<file path="config.mk">
export PLATFORM = sky130hd
export DESIGN_NAME = three_way_merge_top
export DESIGN_NICKNAME = d
export VERILOG_FILES = /design/src/sv/twm_pkg.sv /design/src/sv/three_way_merge_top.sv /design/src/sv/twm_front.sv /design/src/sv/twm_queue.sv /design/src/sv/twm_back.sv
export SDC_FILE = /design/constraint.sdc
export NUM_CORES = 2
export LEC_CHECK = 0
export ABC_CLOCK_PERIOD_IN_PS = 10770
export BUFFER_PORTS_ARGS = -buffer_cell sky130_fd_sc_hd__buf_4
export CORE_MARGIN = 2
export CORE_UTILIZATION = 45
export CTS_BUF_LIST = sky130_fd_sc_hd__clkbuf_8 sky130_fd_sc_hd__clkbuf_16
export DETAILED_ROUTE_END_ITERATION = 10
export GPL_TIMING_DRIVEN = 0
export PLACE_DENSITY = 0.62
export SLEW_MARGIN = 20
export SYNTH_ARGS = -nofsm -noshare
export SYNTH_HDL_FRONTEND = slang
export SYNTH_SLANG_ARGS = --single-unit
</file>
<file path="constraint.sdc">
create_clock -name clk -period 10.77 [get_ports clk]
set_clock_uncertainty 0.1 [all_clocks]
set_input_delay 1.077 -clock clk [delete_from_list [all_inputs] [get_ports clk]]
set_output_delay 1.077 -clock clk [all_outputs]
set_load 0.005 [all_outputs]
</file>
<file path="src/sv/twm_pkg.sv">
package twm_pkg;

  // list geometry
  localparam int MAX_LEN   = 16;
  localparam int NUM_LISTS = 3;
  localparam int LEN_W     = 5;
  localparam int ADDR_W    = 4;
  localparam int CNT_W     = 6;
  localparam int DATA_W    = 32;

  // list id that carries no list
  localparam logic [1:0] LIST_NONE = 2'd3;

  // back-end states
  localparam logic [1:0] ST_IDLE  = 2'd0;
  localparam logic [1:0] ST_PRIME = 2'd1;
  localparam logic [1:0] ST_MERGE = 2'd2;

  // command passed from front to back
  typedef struct packed {
    logic              wr_en;
    logic [1:0]        list;
    logic [ADDR_W-1:0] addr;
    logic [DATA_W-1:0] value;
    logic              merge;
  } cmd_t;

  // list length as used: zero acts as one, large values clip to MAX_LEN
  function automatic logic [LEN_W-1:0] eff_len(input logic [LEN_W-1:0] len);
    logic [LEN_W-1:0] n;
    n = len;
    if (n == '0) n = LEN_W'(1);
    if (n > LEN_W'(MAX_LEN)) n = LEN_W'(MAX_LEN);
    return n;
  endfunction

endpackage

</file>
<file path="src/sv/three_way_merge_top.sv">
// Channel   Direction  Handshake                    Payload
// in_       input      start high, busy low          in_list_id, in_elem_value
// out_      output     out_valid                    out_merged_value, out_final_flag
// cfg_      input      cfg_we                        cfg_wdata (list_len)
//
// Load beats are taken one per cycle while busy is low; each beat that is kept
// passes through a two-entry command queue to the back end, which writes it into
// its list memory. The completing beat starts a merge: the back end pops and
// writes it, primes the read heads and registers the first pick, then streams
// 3*eff_len(list_len) result beats, one per cycle. Busy stays high until the last
// one.
// Reset is synchronous on rst_n; list_len resets to 4. The receiver cannot stall.
module three_way_merge_top (
  input  logic                      clk,
  input  logic                      rst_n,
  input  logic                      start,
  output logic                      busy,
  input  logic [1:0]                in_list_id,
  input  logic signed [31:0]        in_elem_value,
  output logic                      out_valid,
  output logic signed [31:0]        out_merged_value,
  output logic                      out_final_flag,
  input  logic                      cfg_we,
  input  logic [twm_pkg::LEN_W-1:0] cfg_wdata
);
  import twm_pkg::*;

  cmd_t             push_cmd, q_cmd;
  logic             push, pop, q_valid, q_full;
  logic [LEN_W-1:0] n_eff;
  logic             merge_done;

  assign merge_done = out_valid & out_final_flag;

  twm_front u_front (
    .clk           (clk),
    .rst_n         (rst_n),
    .start         (start),
    .in_list_id    (in_list_id),
    .in_elem_value (in_elem_value),
    .cfg_we        (cfg_we),
    .cfg_wdata     (cfg_wdata),
    .q_full        (q_full),
    .merge_done    (merge_done),
    .busy          (busy),
    .push          (push),
    .cmd           (push_cmd),
    .n_eff         (n_eff)
  );

  twm_queue u_queue (
    .clk      (clk),
    .rst_n    (rst_n),
    .push     (push),
    .push_cmd (push_cmd),
    .pop      (pop),
    .q_valid  (q_valid),
    .q_full   (q_full),
    .q_cmd    (q_cmd)
  );

  twm_back u_back (
    .clk              (clk),
    .rst_n            (rst_n),
    .q_valid          (q_valid),
    .q_cmd            (q_cmd),
    .n_eff            (n_eff),
    .pop              (pop),
    .out_valid        (out_valid),
    .out_merged_value (out_merged_value),
    .out_final_flag   (out_final_flag)
  );

  // results only stream while a merge holds the input off
  a_out_while_busy: assert property (@(posedge clk) disable iff (!rst_n)
    out_valid |-> busy)
    else $error("result beat while input open");

  // final flag only on a result beat
  a_final_on_beat: assert property (@(posedge clk) disable iff (!rst_n)
    out_final_flag |-> out_valid)
    else $error("final flag without result beat");

  // nothing follows the last beat of a merge
  a_quiet_after_final: assert property (@(posedge clk) disable iff (!rst_n)
    (out_valid && out_final_flag) |=> (!out_valid && !busy))
    else $error("activity after final beat");

  // the queue never overflows while loading
  a_no_overflow: assert property (@(posedge clk) disable iff (!rst_n)
    q_full |-> !push)
    else $error("push into full command queue");

endmodule

</file>
<file path="src/sv/twm_front.sv">
module twm_front (
  input  logic                        clk,
  input  logic                        rst_n,
  input  logic                        start,
  input  logic [1:0]                  in_list_id,
  input  logic signed [31:0]          in_elem_value,
  input  logic                        cfg_we,
  input  logic [twm_pkg::LEN_W-1:0]   cfg_wdata,
  input  logic                        q_full,
  input  logic                        merge_done,
  output logic                        busy,
  output logic                        push,
  output twm_pkg::cmd_t               cmd,
  output logic [twm_pkg::LEN_W-1:0]   n_eff
);
  import twm_pkg::*;

  logic [LEN_W-1:0] list_len_r;
  logic [LEN_W-1:0] fill_r   [NUM_LISTS];
  logic [LEN_W-1:0] fill_nxt [NUM_LISTS];
  logic             pend_r, pend_nxt;
  logic             accept;
  logic             all_full;

  assign n_eff  = eff_len(list_len_r);
  assign busy   = pend_r | q_full;
  assign accept = start & ~busy;

  // classify the beat: store write, drop, and completion check
  always_comb begin
    fill_nxt     = fill_r;
    pend_nxt     = pend_r & ~merge_done;
    cmd.wr_en    = 1'b0;
    cmd.list     = in_list_id;
    cmd.addr     = '0;
    cmd.value    = in_elem_value;
    cmd.merge    = 1'b0;
    all_full     = 1'b1;
    push         = 1'b0;
    if (accept && in_list_id != LIST_NONE) begin
      for (int p = 0; p < NUM_LISTS; p++) begin
        if (in_list_id == 2'(p) && fill_r[p] < n_eff) begin
          cmd.wr_en   = 1'b1;
          cmd.addr    = fill_r[p][ADDR_W-1:0];
          fill_nxt[p] = fill_r[p] + LEN_W'(1);
        end
      end
      for (int p = 0; p < NUM_LISTS; p++) begin
        if (fill_nxt[p] < n_eff) all_full = 1'b0;
      end
      if (all_full) begin
        cmd.merge = 1'b1;
        pend_nxt  = 1'b1;
        for (int p = 0; p < NUM_LISTS; p++) fill_nxt[p] = '0;
      end
      push = cmd.wr_en | cmd.merge;
    end
  end

  always_ff @(posedge clk) begin
    if (!rst_n) begin
      list_len_r <= LEN_W'(4);
      pend_r     <= 1'b0;
      for (int p = 0; p < NUM_LISTS; p++) fill_r[p] <= '0;
    end else begin
      if (cfg_we) list_len_r <= cfg_wdata;
      pend_r <= pend_nxt;
      fill_r <= fill_nxt;
    end
  end

endmodule

</file>
<file path="src/sv/twm_queue.sv">
module twm_queue (
  input  logic          clk,
  input  logic          rst_n,
  input  logic          push,
  input  twm_pkg::cmd_t push_cmd,
  input  logic          pop,
  output logic          q_valid,
  output logic          q_full,
  output twm_pkg::cmd_t q_cmd
);
  import twm_pkg::*;

  cmd_t       slot_r [2];
  logic       wr_ptr_r, rd_ptr_r;
  logic [1:0] count_r;
  logic       do_push, do_pop;

  assign q_valid = (count_r != 2'd0);
  assign q_full  = (count_r == 2'd2);
  assign q_cmd   = slot_r[rd_ptr_r];
  assign do_push = push & ~q_full;
  assign do_pop  = pop & q_valid;

  // payload slots
  always_ff @(posedge clk) begin
    if (do_push) slot_r[wr_ptr_r] <= push_cmd;
  end

  // pointers and occupancy
  always_ff @(posedge clk) begin
    if (!rst_n) begin
      wr_ptr_r <= 1'b0;
      rd_ptr_r <= 1'b0;
      count_r  <= 2'd0;
    end else begin
      if (do_push) wr_ptr_r <= ~wr_ptr_r;
      if (do_pop)  rd_ptr_r <= ~rd_ptr_r;
      count_r <= count_r + 2'(do_push) - 2'(do_pop);
    end
  end

endmodule

</file>
<file path="src/sv/twm_back.sv">
module twm_back (
  input  logic                        clk,
  input  logic                        rst_n,
  input  logic                        q_valid,
  input  twm_pkg::cmd_t               q_cmd,
  input  logic [twm_pkg::LEN_W-1:0]   n_eff,
  output logic                        pop,
  output logic                        out_valid,
  output logic signed [31:0]          out_merged_value,
  output logic                        out_final_flag
);
  import twm_pkg::*;

  logic [1:0]              state_r, state_nxt;
  logic [DATA_W-1:0]       mem0 [MAX_LEN];
  logic [DATA_W-1:0]       mem1 [MAX_LEN];
  logic [DATA_W-1:0]       mem2 [MAX_LEN];
  logic signed [DATA_W-1:0] head_r [NUM_LISTS];
  logic [LEN_W-1:0]        idx_r   [NUM_LISTS];
  logic [LEN_W-1:0]        idx_nxt [NUM_LISTS];
  logic [ADDR_W-1:0]       rd_addr [NUM_LISTS];
  logic [NUM_LISTS-1:0]    avail, take;
  logic [CNT_W-1:0]        cnt_r, cnt_nxt, total;
  logic                    last;
  logic signed [DATA_W-1:0] sel_val;
  logic                    out_valid_r, out_final_r;
  logic signed [DATA_W-1:0] out_value_r;

  assign pop   = q_valid & (state_r == ST_IDLE);
  assign total = CNT_W'(n_eff) + (CNT_W'(n_eff) << 1);
  assign last  = (cnt_r == total - CNT_W'(1));

  // pick the smallest head; lower list wins ties
  always_comb begin
    for (int p = 0; p < NUM_LISTS; p++) avail[p] = (idx_r[p] < n_eff);
    take    = '0;
    sel_val = head_r[2];
    if (avail[0] && (!avail[1] || head_r[0] <= head_r[1])
                 && (!avail[2] || head_r[0] <= head_r[2])) begin
      take[0] = 1'b1;
      sel_val = head_r[0];
    end else if (avail[1] && (!avail[2] || head_r[1] <= head_r[2])) begin
      take[1] = 1'b1;
      sel_val = head_r[1];
    end else begin
      take[2] = avail[2];
    end
  end

  // sequencer and read pointers
  always_comb begin
    state_nxt = state_r;
    cnt_nxt   = cnt_r;
    for (int p = 0; p < NUM_LISTS; p++) idx_nxt[p] = idx_r[p];
    unique case (state_r)
      ST_IDLE: begin
        if (pop && q_cmd.merge) state_nxt = ST_PRIME;
      end
      ST_PRIME: begin
        for (int p = 0; p < NUM_LISTS; p++) idx_nxt[p] = '0;
        cnt_nxt   = '0;
        state_nxt = ST_MERGE;
      end
      ST_MERGE: begin
        for (int p = 0; p < NUM_LISTS; p++) idx_nxt[p] = idx_r[p] + LEN_W'(take[p]);
        cnt_nxt = cnt_r + CNT_W'(1);
        if (last) state_nxt = ST_IDLE;
      end
      default: state_nxt = ST_IDLE;
    endcase
    for (int p = 0; p < NUM_LISTS; p++) rd_addr[p] = idx_nxt[p][ADDR_W-1:0];
  end

  // list memories: one write port, one registered read port each
  always_ff @(posedge clk) begin
    if (pop && q_cmd.wr_en && q_cmd.list == 2'd0) mem0[q_cmd.addr] <= q_cmd.value;
    head_r[0] <= mem0[rd_addr[0]];
  end

  always_ff @(posedge clk) begin
    if (pop && q_cmd.wr_en && q_cmd.list == 2'd1) mem1[q_cmd.addr] <= q_cmd.value;
    head_r[1] <= mem1[rd_addr[1]];
  end

  always_ff @(posedge clk) begin
    if (pop && q_cmd.wr_en && q_cmd.list == 2'd2) mem2[q_cmd.addr] <= q_cmd.value;
    head_r[2] <= mem2[rd_addr[2]];
  end

  // control registers
  always_ff @(posedge clk) begin
    if (!rst_n) begin
      state_r     <= ST_IDLE;
      cnt_r       <= '0;
      out_valid_r <= 1'b0;
      for (int p = 0; p < NUM_LISTS; p++) idx_r[p] <= '0;
    end else begin
      state_r     <= state_nxt;
      cnt_r       <= cnt_nxt;
      idx_r       <= idx_nxt;
      out_valid_r <= (state_r == ST_MERGE);
    end
  end

  // result beat register
  always_ff @(posedge clk) begin
    out_value_r <= sel_val;
    out_final_r <= (state_r == ST_MERGE) & last;
  end

  assign out_valid        = out_valid_r;
  assign out_merged_value = out_value_r;
  assign out_final_flag   = out_final_r;

endmodule
</file>
* Word-level counts from Yosys, hierarchy flattened
Memory sizes are Yosys's and may differ from the RTL's. A register that Yosys moved wholly into a read port is not among the register bits. Cells that the tools add are included.
Word-level totals: memories 5, RAM bits 1712, register bits after elaboration 82, input bits 43, logic and storage cells 146
Cells by class: $lt $le $gt $ge 13, equality and inequality tests 11, muxes and demuxes 49, $add $sub $neg 11, reduce and logical (&&, ||, !) cells 24, bitwise gates (word level) 14
Memories:
- u_back.mem0 | depth 16, width 32, rd ports 1, clocked after Yosys merged registers in 0, wr ports 1, RTL line twm_back.sv:15 | logic [DATA_W-1:0] mem0 [MAX_LEN];
- u_back.mem1 | depth 16, width 32, rd ports 1, clocked after Yosys merged registers in 0, wr ports 1, RTL line twm_back.sv:16 | logic [DATA_W-1:0] mem1 [MAX_LEN];
- u_back.mem2 | depth 16, width 32, rd ports 1, clocked after Yosys merged registers in 0, wr ports 1, RTL line twm_back.sv:17 | logic [DATA_W-1:0] mem2 [MAX_LEN];
- u_back.head_r | depth 3, width 32, rd ports 3, clocked after Yosys merged registers in 0, wr ports 3, RTL line twm_back.sv:18 | logic signed [DATA_W-1:0] head_r [NUM_LISTS];
- u_queue.slot_r | depth 2, width 40, rd ports 1, clocked after Yosys merged registers in 1, wr ports 1, RTL line twm_queue.sv:13 | cmd_t slot_r [2];
Operators with widths (count):
- 32-bit <= comparator | 3
- 32-bit 2-to-1 mux | 2
- 5-bit less-than comparator | 9
- 5-bit 2-to-1 mux | 8
- 15-bit one-hot mux with 2 select lines | 1
- 1-bit 2-to-1 mux | 28
- 4-bit 2-to-1 mux | 4
- 5-bit by 1-bit adder with 5-bit output | 3
- 5-bit by 1-bit adder with 5-bit output, second input constant | 3
- 15-bit 2-to-1 mux | 1
- 1-bit logical AND | 12
- 6-bit one-hot mux with 2 select lines | 1
- 2-bit == test, second input constant | 4
- 1-bit AND | 7
- 5-bit by 6-bit adder with 6-bit output | 1
- 6-bit by 1-bit adder with 6-bit output, second input constant | 1
- 2-bit by 1-bit == test with 1-bit output, second input constant | 3
- 6-bit == test | 1
- 2-bit logical NOT | 3
- 2-bit 2-to-1 mux | 3
- 2-bit one-hot mux with 3 select lines | 1
- 6-bit by 1-bit subtractor with 6-bit output, second input constant | 1
- 5-bit > comparator, second input constant | 1
- 5-bit logical NOT | 1
- other kinds (10) | 20

* Longest topological paths before layout
depth in word-level cells 20, mapped depth 25

* Cells and area by module
Synthesis repeated with hierarchy kept, for this count alone.
Second synthesis, totals: cell total of the unflattened synthesis 5212, area total of the unflattened synthesis 74027.2 µm²
Modules (own cells, without submodules):
- twm_back | area an instance 68791.0 µm², cells each 4800, times used 1, sequential area each 49187.2 µm²
- twm_queue | area an instance 3131.8 µm², cells each 150, times used 1, sequential area each 2502.4 µm²
- twm_front | area an instance 2098.3 µm², cells each 261, times used 1, sequential area each 420.4 µm²
- three_way_merge_top | area an instance 6.3 µm², cells each 1, times used 1, sequential area each 0.0 µm²

* Least setup slack after synthesis
No wires, ideal clock.
path kind register to register, from register u_front.list_len_r[4], to memory u_queue.slot_r[1][0] (netlist bit), enable pin, period minus slack after synthesis 6091 ps, setup time 442 ps, arrival 5549 ps, data required time 10228 ps, cell stages (with the launch flop) 19, setup slack 4679 ps, path buffers 2, path through dfxtp_1 -> buf_2 -> inv_1 -> nand2_1 -> ha_1 -> or3_1 -> o21ai_0 -> a21oi_1 -> a311oi_2 -> buf_2 -> mux2_2 -> ha_1 -> o21ai_0 -> a21oi_1 -> o22ai_1 -> a311oi_1 -> o211a_1 -> nor2_1 -> nor2b_1
Between the ends: word-level cells in the longest chain between the ends 20, elaborated cells on any way between the ends 34
Ends and longest elaborated chain:
- from (decl) | RTL line twm_front.sv:18 | logic [LEN_W-1:0] list_len_r;
- from (signal assigned) | RTL line twm_front.sv:66 | if (cfg_we) list_len_r <= cfg_wdata;
- 5-bit logical NOT | RTL line twm_pkg.sv:32 | if (n == '0) n = LEN_W'(1);
- 5-bit 2-to-1 mux * | RTL line twm_pkg.sv:32
- 5-bit > comparator | RTL line twm_pkg.sv:33 | if (n > LEN_W'(MAX_LEN)) n = LEN_W'(MAX_LEN);
- 5-bit 2-to-1 mux * | RTL line twm_pkg.sv:33
- 5-bit less-than comparator | RTL line twm_front.sv:42 | if (in_list_id == 2'(p) && fill_r[p] < n_eff) begin
- 1-bit logical AND | RTL line twm_front.sv:42
- 5-bit 2-to-1 mux | RTL line twm_front.sv:42
- 5-bit 2-to-1 mux | RTL line twm_front.sv:40 | if (accept && in_list_id != LIST_NONE) begin
- [4 not listed]
- 1-bit 2-to-1 mux | RTL line twm_front.sv:40
- 1-bit 2-to-1 mux | RTL line twm_front.sv:51 | if (all_full) begin
- 1-bit 2-to-1 mux | RTL line twm_front.sv:40
- 1-bit bitwise OR * | RTL line twm_front.sv:56 | push = cmd.wr_en | cmd.merge;
- 1-bit 2-to-1 mux * | RTL line twm_front.sv:40
- 1-bit AND * | RTL line twm_queue.sv:21 | assign do_push = push & ~q_full;
- 1-bit 2-to-1 mux * | RTL line twm_queue.sv:26 | if (do_push) slot_r[wr_ptr_r] <= push_cmd;
- 1-bit 2-to-1 mux (not written as such) * | RTL line twm_queue.sv:26
- to (decl) | RTL line twm_queue.sv:13
Every way passes the cells marked *; elsewhere a longest branch is shown, timed or not. The select of a mux whose other input is x is not followed.

==> reports/summary.json <==
{
  "synth_top_cell_by_area": {"value": "edfxtp_1"},
  "layout.cells.non_filler": {"value": 7890},
  "dr_total_vias": {"value": 46700},
  "seq_area_frac_synth": {"value": 0.711},
  "route.detailed.wl_per_inst": {"value": 27.2, "unit": "um"},
  "cts.root.buffer_cell": {"value": "clkbuf_16"},
  "timing.critical_path.from_type": {"value": "register"},
  "hpwlAfterDp": {"value": 146000, "unit": "um"},
  "drt-initial-drc-count": {"value": 5643},
  "die_height": {"value": 408, "unit": "um"},
  "gp_routability_congestion": {"value": 0.899},
  "run_status": {"value": "finished, final reports clean"},
  "grt_use_total": {"value": 0.253},
  "layout.filler_cells": {"value": 13600},
  "buffer_ports.inserted": {"value": 76},
  "final_util": {"value": 0.520},
  "worst-endpoint-arrival": {"value": 8830, "unit": "ps"},
  "max_clock_freq": {"value": 0.121, "unit": "GHz"},
  "yosys_most_used_dff": {"value": "edfxtp_1"},
  "postCtsResizedCells": {"value": 0},
  "detailed_routing_iterations_pass_1": {"value": 6},
  "synth_nets": {"value": 5312},
  "critPathRequiredTime": {"value": 11360, "unit": "ps"},
  "final_design_area_excluding_fillers": {"value": 84400, "unit": "um2"},
  "worst_setup_path_end_kind": {"value": "register"},
  "post_synth_inst_count": {"value": 5116},
  "htree_num_levels": {"value": 4},
  "final_period_minus_worst_setup_slack": {"value": 8240, "unit": "ps"},
  "tns": {"value": 0, "unit": "ps"},
  "numCtsBuffers": {"value": 183},
  "dp_cells": {"value": 7543},
  "floorplan.initialDensity": {"value": 0.452},
  "syn_area": {"value": 73300, "unit": "um2"},
  "yosys.cell_types.count": {"value": 65},
  "clock_tree.buffer_depth": {"value": 3},
  "grt_pass1_vias": {"value": 45500},
  "drt.antenna.violating_nets": {"value": 0},
  "vias_per_inst": {"value": 5.92},
  "period_share": {"value": 0.765},
  "syn_area_per_cell": {"value": 14.3, "unit": "um2"},
  "syn2layout_area_growth": {"value": 15.2, "unit": "%"},
  "synth_area_leaders": {"value": "edfxtp_1, dfxtp_1, mux2i_1, o211ai_1, ha_1"},
  "tritoncts": {"value": "built"},
  "timing.critical_path.fanout_max": {"value": 13},
  "hold_viol_final": {"value": 0},
  "power_density": {"value": 219, "unit": "nW/um2"},
  "max_cap_viol_count": {"value": 0},
  "routed_wl": {"value": 214000, "unit": "um"},
  "final-setup-viol-count": {"value": 0},
  "ys.warnings.count": {"value": 0},
  "layout.nets": {"value": 5750},
  "insertion_delay": {"value": 810, "unit": "ps"},
  "netlist.area_leader.share": {"value": 0.662},
  "criticalPathCategory": {"value": "reg2reg"},
  "die-area": {"value": 166000, "unit": "um2"},
  "finalMaxSlewViolations": {"value": 0},
  "max_slew_margin": {"value": 0.241},
  "post_cts.repair.setup_buffers": {"value": 0},
  "floorplan.core_area": {"value": 162000, "unit": "um2"},
  "static-leakage-power": {"value": 29.1, "unit": "nW"},
  "setup_repair_after_global_routing_missed_its_margin": {"value": "false"},
  "cts_hold_buf": {"value": 0},
  "chipWidth": {"value": 408, "unit": "um"},
  "number_of_storage_elements_in_the_synthesis_netlist": {"value": 1795},
  "irDropWorstVdd": {"value": 0.263, "unit": "mV"},
  "io-pin-count": {"value": 78},
  "grt_max_degree": {"value": 49},
  "drcViolationCount": {"value": 0},
  "fp-row-count": {"value": 148},
  "synth_enable_flop_cells": {"value": 1616},
  "tightest_slew": {"value": 1140, "unit": "ps"},
  "placement.cell_area": {"value": 78400, "unit": "um2"},
  "grt_first_pass_wirelength": {"value": 308000, "unit": "um"},
  "clock_pin_transition_on_the_worst_setup_and_hold_timing_paths": {"value": 60, "unit": "ps"},
  "globalRoute.totalOverflow": {"value": 0},
  "min_path_type": {"value": "in2reg"},
  "number_of_antenna_violations_at_the_first_check_in_global_routing": {"value": 11},
  "ratio_of_cells_with_drive_above_1_in_the_final_layout": {"value": 0.131},
  "ys_async_sr_fraction": {"value": 0},
  "numClockSinks": {"value": 1795}
}
## Yosys cell counts (4+ instances only)
cell,number
mux2_2,106
inv_1,97
nand2b_1,5
a2111oi_0,4
nor2_1,247
edfxtp_1,1616
o21a_1,5
o21ai_1,5
and4_1,6
nand4_1,27
a22o_1,8
nor3_1,61
clkbuf_1,292
a211oi_1,199
a21boi_0,7
or3_1,195
and2_1,101
o211ai_1,262
a21oi_1,180
a21o_1,11
xor2_1,12
nand3_1,27
nor2b_1,15
mux2i_1,238
and3_1,4
dfxtp_1,179
a31oi_1,69
ha_1,153
nand2_1,397
xnor2_1,19
mux2_4,26
buf_1,26
a311oi_1,129
o21ai_0,293
buf_2,34
and2_0,9
## where the power goes
group	internal, mW	switching, mW
Combinational	1.08	2.75
Sequential	8.30	0.129
Clock	3.54	2.71
## sequential cells by signal (all words and copies together) (netlist names), 2 cells and up, named ones only
register and count:
u_back.cnt_r 6, u_back.head_r 96, u_back.idx_r 15, u_back.mem0 512
u_back.mem1 512, u_back.mem2 512, u_back.out_merged_value 32, u_back.state_r 2
u_front.fill_r 15, u_front.list_len_r 5, u_queue.count_r 2, u_queue.slot_r 80
## layer usage
layer / GRT usage / part of all wire / up-vias
li1: - / - / 20700
met1: 0.357 / 0.42 / 23500
met2: 0.392 / 0.45 / 2171
met3: 0.0482 / 0.091 / 349
met4: 0.0892 / 0.035 / 2
met5: 0 / 0.000061 / -
## critical path, cell delays in order (launching register included)
cell,delay (ps)
dfxtp_1,300
buf_2,180
inv_1,180
nand2_1,610
ha_1,400
nor3_1,80
o21ai_0,230
a31oi_1,180
o21ai_0,840
nor2_1,160
a21oi_2,420
buf_2,410
and2_1,230
ha_1,210
ha_1,140
nand3_1,70
o21ai_1,510
clkbuf_1,650
buf_2,400
clkbuf_1,710
o211ai_1,190
o211ai_1,170
o21ai_0,300
a21oi_1,400
## layout make-up
| class | count | area [um2] | area share |
|---|---|---|---|
| sequential | 1795 | 52100 | 0.617 |
| inverter | 97 | 364 | 0.00431 |
| tap | 2175 | 2720 | 0.0322 |
| antenna | 4 | 10.0 | 0.000119 |
| clock inverter | 150 | 1170 | 0.0139 |
| multi-input combinational | 2869 | 19800 | 0.235 |
| timing repair buffer | 253 | 2070 | 0.0245 |
| buffer | 355 | 1400 | 0.0166 |
| clock buffer | 192 | 4760 | 0.0564 |
## cells in the final DEF (no fill, tap or decap), drive strengths merged, types with 19 or more instances in the layout
cell and count:
mux2i 238, nor2 247, a31oi 69, clkinv 75
a211oi 199, edfxtp 1616, or3 195, nor3 62
ha 153, xnor2 19, a311oi 130, nand3 27
o21ai 300, a21oi 182, nand4 27, buf 316
clkbuf 484, o211ai 263, inv 151, nand2 397
and2 110, mux2 132, dfxtp 179
## per-stage QoR
step | worst slack (ps) | power [mW] | hold WS, ps
after global routing | 2200 | 19.1 | 315
final | 2530 | 18.5 | 345
after global placement | 2440 | 12.2 | 362
after detailed placement | 2700 | 12.3 | 385
after CTS | 2660 | 18.5 | 296
after floorplan | 4680 | 10.5 | 351
## cells by family (layout without fill, tap and decap cells)
family | Yosys count | after routing | synth area share
buffers and inverters | 452 | 1047 | 0.0240
muxes | 370 | 370 | 0.0541
and+or+nand+nor | 1107 | 1107 | 0.0714
DFF | 1795 | 1795 | 0.711
other | 0 | 4 | 0
adders and majority gates | 153 | 153 | 0.0261
xor gates and xnor gates | 31 | 31 | 0.00370
AOI/OAI and AO/OA | 1208 | 1208 | 0.110
## final timing paths
| check | startpoint | to | slack (ps) | cells past startpoint |
|---|---|---|---|---|
| worst min-delay path | in_elem_value[12] | u_queue.slot_r[1][13]$_DFFE_PP_ | 340 | 1 |
| worst max-delay path | u_front.list_len_r[4]$_SDFFE_PN0P_ | u_back.head_r[0][32]$_DFF_P_ | 2530 | 23 |
| worst max register to register | u_front.list_len_r[4]$_SDFFE_PN0P_ | u_back.head_r[0][32]$_DFF_P_ | 2530 | 23 |
| worst min register to register | u_back.state_r[1]$_SDFFE_PN0P_ | u_back.state_r[1]$_SDFFE_PN0P_ | 400 | 2 |
Note: power is estimated with default switching activity, not from simulation.
